$ cat config.mk
export PLATFORM = sky130hd
export DESIGN_NAME = integer_to_ascii_digits_unit
export DESIGN_NICKNAME = d
export VERILOG_FILES = /design/src/design/i2a_pkg.sv /design/src/design/i2a_ram.sv /design/src/design/i2a_divider.sv /design/src/design/integer_to_ascii_digits_unit.sv
export SDC_FILE = /design/constraint.sdc
export NUM_CORES = 1
export LEC_CHECK = 0
export BUFFER_PORTS_ARGS = -buffer_cell sky130_fd_sc_hd__buf_2
export CAP_MARGIN = 20
export CELL_PAD_IN_SITES_DETAIL_PLACEMENT = 0
export CELL_PAD_IN_SITES_GLOBAL_PLACEMENT = 1
export CORE_UTILIZATION = 50
export DETAILED_ROUTE_END_ITERATION = 10
export PLACE_DENSITY_LB_ADDON = 0.1
export SKIP_LAST_GASP = 1
export SYNTH_ARGS = -nofsm -noshare
export SYNTH_HDL_FRONTEND = slang
export SYNTH_SLANG_ARGS = --single-unit
$ cat constraint.sdc
create_clock -name clk_i -period 4.75 [get_ports clk_i]
set_input_delay 0.2375 -clock clk_i [delete_from_list [all_inputs] [get_ports clk_i]]
set_output_delay 0.2375 -clock clk_i [all_outputs]
set_load 0.005 [all_outputs]
$ cat src/design/i2a_pkg.sv
`timescale 1ns / 1ps

package i2a_pkg;

  localparam int unsigned ValueW    = 32;
  localparam int unsigned RadixW    = 6;
  localparam int unsigned CharW     = 7;
  localparam int unsigned MaxDigits = 32;
  localparam int unsigned DigitAddrW = $clog2(MaxDigits);
  localparam int unsigned StepW     = $clog2(ValueW);

  localparam logic [RadixW-1:0] RadixMin     = 6'd2;
  localparam logic [RadixW-1:0] RadixMax     = 6'd36;
  localparam logic [RadixW-1:0] RadixDecimal = 6'd10;
  localparam logic [RadixW-1:0] DigitLimit   = 6'd9;

  localparam logic [CharW-1:0] CharZero  = 7'h30;
  localparam logic [CharW-1:0] CharA     = 7'h61;
  localparam logic [CharW-1:0] CharMinus = 7'h2d;

  localparam logic [StepW-1:0] StepLast = StepW'(ValueW - 1);

  // Request to the divider: load operands and start.
  typedef struct packed {
    logic                  start;
    logic [ValueW-1:0]     dividend;
    logic [RadixW-1:0]     divisor;
  } i2a_div_req_t;

  // Divider answer; done pulses for one cycle when quot and rem are valid.
  typedef struct packed {
    logic                  done;
    logic [ValueW-1:0]     quot;
    logic [RadixW-1:0]     rem;
  } i2a_div_res_t;

  // Digit value 0..35 to its ASCII character.
  function automatic logic [CharW-1:0] glyph(input logic [RadixW-1:0] d);
    logic [CharW-1:0] c;
    if (d > DigitLimit) begin
      c = CharA + CharW'(d) - CharW'(RadixDecimal);
    end else begin
      c = CharZero + CharW'(d);
    end
    return c;
  endfunction

endpackage

$ cat src/design/i2a_ram.sv
`timescale 1ns / 1ps

module i2a_ram #(
  parameter int unsigned Width = 8,
  parameter int unsigned Depth = 32
) (
  input  logic                     clk_i,
  input  logic                     we_i,
  input  logic [$clog2(Depth)-1:0] waddr_i,
  input  logic [Width-1:0]         wdata_i,
  input  logic                     re_i,
  input  logic [$clog2(Depth)-1:0] raddr_i,
  output logic [Width-1:0]         rdata_o
);

  logic [Width-1:0] mem_q [Depth];
  logic [Width-1:0] rdata_q;

  always_ff @(posedge clk_i) begin
    if (we_i) begin
      mem_q[waddr_i] <= wdata_i;
    end
    if (re_i) begin
      rdata_q <= mem_q[raddr_i];
    end
  end

  assign rdata_o = rdata_q;

endmodule

$ cat src/design/i2a_divider.sv
`timescale 1ns / 1ps

module i2a_divider import i2a_pkg::*; (
  input  logic         clk_i,
  input  logic         rst_ni,
  input  i2a_div_req_t req_i,
  output i2a_div_res_t res_o
);

  logic              busy_q, busy_d;
  logic              done_q, done_d;
  logic [StepW-1:0]  step_q, step_d;
  logic [ValueW-1:0] quo_q, quo_d;
  logic [RadixW-1:0] rem_q, rem_d;
  logic [RadixW-1:0] dvs_q, dvs_d;

  logic [RadixW:0]   trial;
  logic [RadixW:0]   diff;
  logic              fits;

  // One restoring step: bring down the next dividend bit and try to subtract.
  assign trial = {rem_q, quo_q[ValueW-1]};
  assign diff  = trial - {1'b0, dvs_q};
  assign fits  = trial >= {1'b0, dvs_q};

  always_comb begin
    busy_d = busy_q;
    done_d = 1'b0;
    step_d = step_q;
    quo_d  = quo_q;
    rem_d  = rem_q;
    dvs_d  = dvs_q;
    if (req_i.start) begin
      busy_d = 1'b1;
      step_d = '0;
      quo_d  = req_i.dividend;
      rem_d  = '0;
      dvs_d  = req_i.divisor;
    end else if (busy_q) begin
      quo_d  = {quo_q[ValueW-2:0], fits};
      rem_d  = fits ? diff[RadixW-1:0] : trial[RadixW-1:0];
      step_d = step_q + 1'b1;
      if (step_q == StepLast) begin
        busy_d = 1'b0;
        done_d = 1'b1;
      end
    end
  end

  always_ff @(posedge clk_i or negedge rst_ni) begin
    if (!rst_ni) begin
      busy_q <= 1'b0;
      done_q <= 1'b0;
      step_q <= '0;
    end else begin
      busy_q <= busy_d;
      done_q <= done_d;
      step_q <= step_d;
    end
  end

  always_ff @(posedge clk_i) begin
    quo_q <= quo_d;
    rem_q <= rem_d;
    dvs_q <= dvs_d;
  end

  assign res_o.done = done_q;
  assign res_o.quot = quo_q;
  assign res_o.rem  = rem_q;

endmodule

$ cat src/design/integer_to_ascii_digits_unit.sv
`timescale 1ns / 1ps

// Each digit comes from the bit-serial divider (32 steps, then it hands back quotient and
// remainder); each character sent then takes a digit memory read and a hold until taken;
// a negative decimal number adds a sign character in front.
// One item at a time: a new number is taken only after the last character of the previous
// one has been taken.
// Reset clears the sequencer and the divider control; no item is in flight after it.
module integer_to_ascii_digits_unit import i2a_pkg::*; (
  input  logic                     clk_i,
  input  logic                     rst_ni,
  input  logic                     in_valid_i,
  output logic                     in_ready_o,
  input  logic signed [ValueW-1:0] value_i,
  input  logic [RadixW-1:0]        radix_i,
  output logic                     out_valid_o,
  input  logic                     out_ready_i,
  output logic [CharW-1:0]         character_o,
  output logic                     last_o
);

  typedef enum logic [4:0] {
    ST_IDLE = 5'b00001,
    ST_DIV  = 5'b00010,
    ST_SIGN = 5'b00100,
    ST_RD   = 5'b01000,
    ST_OUT  = 5'b10000
  } i2a_state_e;

  i2a_state_e            state_q, state_d;
  logic [DigitAddrW-1:0] ptr_q, ptr_d;
  logic                  minus_q, minus_d;
  logic [RadixW-1:0]     base_q, base_d;

  i2a_div_req_t          div_req;
  i2a_div_res_t          div_res;
  logic [RadixW-1:0]     base;
  logic                  in_minus;
  logic                  in_acc;
  logic                  out_acc;
  logic                  ram_we;
  logic                  ram_re;
  logic [CharW-1:0]      ram_rdata;

  assign in_acc  = in_valid_i && in_ready_o;
  assign out_acc = out_valid_o && out_ready_i;

  always_comb begin
    if (radix_i < RadixMin) begin
      base = RadixMin;
    end else if (radix_i > RadixMax) begin
      base = RadixMax;
    end else begin
      base = radix_i;
    end
  end

  assign in_minus = (base == RadixDecimal) && value_i[ValueW-1];

  always_comb begin
    div_req.start    = 1'b0;
    div_req.dividend = div_res.quot;
    div_req.divisor  = base_q;
    if (state_q == ST_IDLE) begin
      div_req.start    = in_valid_i;
      div_req.dividend = in_minus ? ValueW'(-value_i) : ValueW'(value_i);
      div_req.divisor  = base;
    end else if (state_q == ST_DIV) begin
      // Keep dividing the quotient until it runs out, with the radix of this item.
      div_req.start = div_res.done && (div_res.quot != '0);
    end
  end

  i2a_divider u_divider (
    .clk_i  (clk_i),
    .rst_ni (rst_ni),
    .req_i  (div_req),
    .res_o  (div_res)
  );

  assign ram_we = (state_q == ST_DIV) && div_res.done;
  assign ram_re = (state_q == ST_RD);

  i2a_ram #(
    .Width (CharW),
    .Depth (MaxDigits)
  ) u_digit_ram (
    .clk_i   (clk_i),
    .we_i    (ram_we),
    .waddr_i (ptr_q),
    .wdata_i (glyph(div_res.rem)),
    .re_i    (ram_re),
    .raddr_i (ptr_q),
    .rdata_o (ram_rdata)
  );

  always_comb begin
    state_d = state_q;
    ptr_d   = ptr_q;
    minus_d = minus_q;
    base_d  = base_q;
    case (state_q)
      ST_IDLE: begin
        if (in_acc) begin
          ptr_d   = '0;
          minus_d = in_minus;
          base_d  = base;
          state_d = ST_DIV;
        end
      end
      ST_DIV: begin
        if (div_res.done) begin
          if (div_res.quot != '0) begin
            ptr_d = ptr_q + 1'b1;
          end else begin
            state_d = minus_q ? ST_SIGN : ST_RD;
          end
        end
      end
      ST_SIGN: begin
        if (out_acc) begin
          state_d = ST_RD;
        end
      end
      ST_RD: begin
        state_d = ST_OUT;
      end
      ST_OUT: begin
        if (out_acc) begin
          if (ptr_q == '0) begin
            state_d = ST_IDLE;
          end else begin
            ptr_d   = ptr_q - 1'b1;
            state_d = ST_RD;
          end
        end
      end
      default: begin
        state_d = ST_IDLE;
      end
    endcase
  end

  always_ff @(posedge clk_i or negedge rst_ni) begin
    if (!rst_ni) begin
      state_q <= ST_IDLE;
      ptr_q   <= '0;
      minus_q <= 1'b0;
      base_q  <= RadixMin;
    end else begin
      state_q <= state_d;
      ptr_q   <= ptr_d;
      minus_q <= minus_d;
      base_q  <= base_d;
    end
  end

  assign in_ready_o  = (state_q == ST_IDLE);
  assign out_valid_o = (state_q == ST_SIGN) || (state_q == ST_OUT);
  assign character_o = (state_q == ST_SIGN) ? CharMinus : ram_rdata;
  assign last_o      = (state_q == ST_OUT) && (ptr_q == '0);

  // The input and output sides never overlap within one item.
  assert property (@(posedge clk_i) disable iff (!rst_ni)
    !(in_ready_o && out_valid_o))
    else $error("input taken while a character is pending");

  // The final character hands control back to the input side.
  assert property (@(posedge clk_i) disable iff (!rst_ni)
    (out_acc && last_o) |=> in_ready_o)
    else $error("block not idle after the last character");

  // The divider only finishes while the sequencer is waiting for it.
  assert property (@(posedge clk_i) disable iff (!rst_ni)
    div_res.done |-> (state_q == ST_DIV))
    else $error("divider result outside the divide phase");

  // A sign is only ever produced for a negative decimal item.
  assert property (@(posedge clk_i) disable iff (!rst_ni)
    (state_q == ST_SIGN) |-> (minus_q && !last_o))
    else $error("sign emitted for a non-negative item");

endmodule

# After elaboration in Yosys (flattened, before gate mapping)
# Memory sizes are Yosys's and may differ from the RTL's. A register that Yosys moved wholly into a read port is not among the register bits.
# Cells that the tools add are included.
[classes] magnitude_cmp=4 multipliers=0 n_addsub=8 n_eq_ne=15 div=0 shifts=0 n_mux=35 bitwise=0 n_reduce_logical=15
[op_table] cell="32-bit two-way mux" n=3
[op_table] cell="5-bit two-way mux" n=12
[op_table] cell="38-bit two-way mux" n=1
[op_table] cell="32-bit negation" n=1
[op_table] cell="32-bit nonzero test" n=1
[op_table] cell="5-bit case mux with 5 select lines" n=1
[op_table] cell="6-bit two-way mux" n=3
[op_table] cell="5-bit case mux with 3 select lines" n=1
[op_table] cell="7-bit two-way mux" n=2
[op_table] cell="5-bit by 1-bit adder with 5-bit output (second input constant)" n=2
[op_table] cell="5-bit == test (second input constant)" n=2
[op_table] cell="1-bit two-way mux" n=10
[op_table] cell="2-bit inequality test (second input constant)" n=5
[op_table] cell="4-bit two-way mux" n=2
[op_table] cell="6-bit by 6-bit adder with 7-bit output (first input constant)" n=1
[op_table] cell="7-bit by 6-bit adder with 7-bit output (first input constant)" n=1
[op_table] cell="7-bit by 6-bit greater-or-equal comparator with 1-bit output" n=1
[op_table] cell="7-bit by 4-bit subtractor with 7-bit output (second input constant)" n=1
[op_table] cell="6-bit by 4-bit == test with 1-bit output (second input constant)" n=1
[op_table] cell="6-bit by 4-bit greater-than comparator with 1-bit output (second input constant)" n=1
[op_table] cell="6-bit greater-than comparator (second input constant)" n=1
[op_table] cell="1-bit logical AND" n=6
[op_table] cell="6-bit by 2-bit less-than comparator with 1-bit output (second input constant)" n=1
[op_table] cell="2-bit by 1-bit inequality test with 1-bit output (second input constant)" n=3
[op_table] cell="13 further kinds" n=14
[totals] input_bits=42 memories=1 elab_cells=88 mem_bits_ro=0 latchBits=0 ram_bits=224 ff_bits=68
[mem_list] name="u_digit_ram.mem_q" depth=32 word_bits=7 rd=1 rd_ports_with_merged_regs=1 write_ports=1 line="i2a_ram.sv:16" rtl="logic [Width-1:0] mem_q [Depth];"

# Longest topological paths before layout
[logic_depth] word_depth=8 ltp_mapped=9

# By module
# Synthesis repeated with hierarchy kept, for this count alone.
[hier_totals] cells_unflattened=920 area_unflattened_um2=13940.9
[by_module_without_submodules] module="i2a_ram" cells_per_inst=370 seq_area_each_um2=6936.7 area_per_inst_um2=8903.5 n_inst=1
[by_module_without_submodules] module="integer_to_ascii_digits_unit" cells_per_inst=372 seq_area_each_um2=427.9 area_per_inst_um2=2608.8 n_inst=1
[by_module_without_submodules] module="i2a_divider" cells_per_inst=178 seq_area_each_um2=1436.4 area_per_inst_um2=2428.6 n_inst=1

# Worst setup path before layout
# OpenSTA, ideal clock, no wires.
[synth_path] path_type="reg-to-reg" start="register u_divider.quo_q[18]" end="register u_divider.quo_q[0], enable pin" setup_slack_ns=0.618 setup_ns=0.466 arrival_time_ns=3.666 required_ns=4.284 path_stages_with_launch=8 cell_sequence="edfxtp_1 nor4_1 nand4_1 nor2_1 o21a_1 buf_2 inv_1 o21ai_0"
[synth_between] elab_chain_cells=6 word_cells_on_any_way=7 classes_between="eq/ne (1); mux (2); reduce/logical (4)"
[synth_lines] element="from (decl)" line="i2a_divider.sv:13" rtl="logic [ValueW-1:0] quo_q, quo_d;"
[synth_lines] element="from (signal assigned)" line="i2a_divider.sv:63" rtl="quo_q <= quo_d;"
[synth_lines] element="32-bit nonzero test (*)" line="integer_to_ascii_digits_unit.sv:70" rtl="div_req.start = div_res.done && (div_res.quot != '0);"
[synth_lines] element="1-bit logical AND (*)" line="integer_to_ascii_digits_unit.sv:70"
[synth_lines] element="1-bit two-way mux (*)" line="integer_to_ascii_digits_unit.sv:68" rtl="end else if (state_q == ST_DIV) begin"
[synth_lines] element="1-bit two-way mux (*)" line="integer_to_ascii_digits_unit.sv:64" rtl="if (state_q == ST_IDLE) begin"
[synth_lines] element="2-bit inequality test (no line) or 2-bit nonzero test (tied branches)"
[synth_lines] element="2-bit AND reduction (no line) (*)"
# Every way passes the cells marked *; elsewhere a longest branch is shown, timed or not.
# A chain may end at the register's enable or synchronous reset.

# Worst setup path in the final report
[layout_path] start="register state_q[2]" end="register u_divider.quo_q[15], enable pin"
[layout_between] elab_chain_cells=5 word_cells_on_any_way=7 classes_between="eq/ne (3); mux (2); reduce/logical (2)"
[layout_lines] element="from (decl)" line="integer_to_ascii_digits_unit.sv:30" rtl="i2a_state_e state_q, state_d;"
[layout_lines] element="from (signal assigned)" line="integer_to_ascii_digits_unit.sv:151" rtl="state_q <= state_d;"
[layout_lines] element="5-bit by 2-bit == test with 1-bit output" line="integer_to_ascii_digits_unit.sv:68"
[layout_lines] element="1-bit two-way mux" line="integer_to_ascii_digits_unit.sv:68"
[layout_lines] element="1-bit two-way mux" line="integer_to_ascii_digits_unit.sv:64"
[layout_lines] element="2-bit inequality test (no line) or 2-bit nonzero test (tied branches)"
[layout_lines] element="2-bit AND reduction (no line) (*)"
# Marks and branches as above.

==> metrics.txt <==
nets 999; # rows 59; hold depth 3; cts hold-fix bufs 6; crit path DAT 3540 ps; sequential area share after synthesis 0.658; Starting DRT DRC Count 739; max_slew headroom 0.298; DP Cell Count 1,233; Initial Util 0.512; antenna violations before repair 0; clock latency at the later pin of the worst-skew pair 550 ps; root buf cell clkbuf_16; M1 WL 12.8 mm; Hold Path End base_q[2]; CP Data Required Time 4940 ps; part of the power in registers 0.455; Worst VDD drop 0.408 mV; Final Non-Filler Cells 1,295; HP Class primary input to register; Hold Slack 34.3 ps; All-Layer GR Usage 0.213; Yosys warning count 0; vias in the first global route 7,776; RSZ-0062 raised after global routing false; port bufs 51; Via Count 7,697; Post-route DRC 8; CTS sink count 299; CTS buffer count 30; skew final 19.2 ps; PwrDens 627 nW/um^2; Storage cell area 8810 sq um; Clock Power Share 0.247; FF+latch count, synth 299; placed wire-length estimate 19.2 mm; I/O Pins 52; Post-Syn Area 13,400 sq um; multi-input logic area 4340 sq um; LEAKAGE 0.00516 uW; Post CTS Setup Buffer Count 0; hold path start radix_i[2]; met3 routed WL 1.30 mm; WS Path Type register to register; period utilization 0.705; Slew @ Worst Pin 1050 ps; Max-cap violations 0; commonest non-fill, non-tap cell in the layout edfxtp_1; Core Box Area 26,100 sq um; 1st-pass router iterations 8; outcome finished with violations; most frequent cells in the layout 269 x edfxtp_1, 65 x nor2_1, 51 x buf_2; failing checks design-rule violations; ANT cells 0; Reg-to-Reg Start state_q[2]; routed len/inst 21.7 microns; Final Util 0.577; Post-CTS Resized 0; Gate Count Post-Synth 877; DRT antenna net count 0; final wirelength 28.0 mm; CP endpoint kind register; H-tree lvl count 1; Most used DFF post-synth edfxtp_1; worst r2r path cells 9; die span in x 166 microns; Final Wtd Congestion 0.843; synthesized net count 939; CTS tree done; crit path time final 3350 ps; Synth-to-Final Area Change 12.8%; Reg-to-Reg End u_divider.quo_q[15]; number of synthesized flops with an enable pin 269; r2r setup slk 1400 ps; top sig layer met4; Distinct cells, synth 58; Setup crit start kind register; drt via density 5.94; Filler cells 2,061; Post-synth ARST share 0.0803; Fin. Hold Viols 0; routed wl met2 13.4 mm; Final Max Tran Viols 0; CTS clock-pin slew for the worst setup and hold paths 60 ps; Switch Pwr 2960 uW; Finish-stage setup viols 0; GRT Residual Overflow 0; DIE HEIGHT 166 microns; maximum fanout along the worst path 35; TNS Setup 0 ps; Avg Inst Size Synth 15.2 sq um; first-pass GRT wire length 43.9 mm; Power Internal 6490 uW; power share of the combinational group 0.298; share of cells above drive strength 1 0.193; full die area 27,400 sq um; pin count of the biggest net entering global routing 51; Sw Share 0.313; CTS max path bufs 3; FMAX 0.298 GHz
## worst max-delay path by stage
stage / to / start / slack [ps] / cells past startpoint
6_report: u_divider.quo_q[15] / state_q[2] / 1400 / 9
3_3_place_gp: u_divider.quo_q[20] / state_q[2] / 1670 / 9
4_1_cts: u_divider.quo_q[18] / state_q[2] / 1420 / 9
2_1_floorplan: u_divider.quo_q[0] / u_divider.quo_q[18] / 620 / 7
3_5_place_dp: u_divider.quo_q[21] / state_q[2] / 1440 / 9
5_1_grt: u_divider.quo_q[23] / state_q[2] / 1160 / 9
## power groups by stage
stage	clock network (uW)	registers (uW)	logic (uW)
6_report	2340	4300	2810
5_1_grt	2480	4350	3100
4_1_cts	2380	4310	2840
3_5_place_dp	0	4360	2820
3_3_place_gp	0	4330	2680
2_1_floorplan	0	4200	1930
## layout make-up
| class | instances | share of cell area |
|---|---|---|
| sequential | 299 | 0.584 |
| multi-input combinational | 509 | 0.288 |
| clock buffer | 41 | 0.0539 |
| timing repair buffer | 69 | 0.0287 |
| tap | 335 | 0.0278 |
| clock inverter | 14 | 0.0109 |
| inverter | 28 | 0.00697 |
## Yosys cell counts, types with 8 or more instances
cell / n / share of area
nor3_1: 8 / 0.0030
a22o_1: 36 / 0.024
xor2_1: 9 / 0.0059
ha_1: 18 / 0.017
edfxtp_1: 269 / 0.60
buf_2: 9 / 0.0034
a21oi_1: 18 / 0.0067
xnor2_1: 33 / 0.022
dfrtp_1: 22 / 0.041
o21ai_0: 30 / 0.011
clkbuf_1: 28 / 0.0079
nand2_1: 48 / 0.013
nand3_1: 8 / 0.0030
mux4_2: 49 / 0.083
o31ai_1: 9 / 0.0051
and2_1: 9 / 0.0042
nand2b_1: 13 / 0.0061
inv_1: 28 / 0.0079
nor4_1: 17 / 0.0080
o22ai_1: 16 / 0.0075
nor2_1: 65 / 0.018
mux2i_1: 38 / 0.028
## layer usage
| layer | track usage | vias up |
|---|---|---|
| met3 | 0.0285 | 37 |
| met5 | 0 | - |
| met4 | 0.0529 | 0 |
| li1 | - | 3562 |
| met2 | 0.346 | 198 |
| met1 | 0.305 | 3900 |
## critical path, cell delays in order, from the launching register on
cell	delay [ps]
dfrtp_1	410
nor2_1	70
nand3_1	330
inv_1	150
nand2_1	440
o21a_1	200
buf_4	340
inv_1	390
o21ai_2	240
buf_4	400
## cells by family after synthesis
logic type / after synthesis / share of synthesized area
buf+inv: 69 / 0.0208
xor+xnor: 42 / 0.0275
flops: 299 / 0.658
fa+ha+maj: 21 / 0.0206
mux: 93 / 0.116
compound gates: 148 / 0.0809
simple gates: 205 / 0.0760
## state kept, by name (all words and copies together), names as in the netlist
register,count
base_q,6
u_digit_ram.mem_q,224
u_divider.quo_q,32
u_digit_ram.rdata_o,7
u_divider.busy_q,1
state_q,5
u_divider.dvs_q,6
minus_q,1
u_divider.step_q,5
u_divider.rem_q,6
ptr_q,5
u_divider.done_q,1
## metrics by stage
stage               instance area, sq um  setup WS, ps  power (uW)
floorplan                          13400           618        6130
global placement                   14000          1670        7010
detailed placement                 14000          1440        7180
CTS                                15100          1420        9530
global route                       15100          1160        9930
finish                             15100          1400        9450
Power figures use the tool's default switching activity.
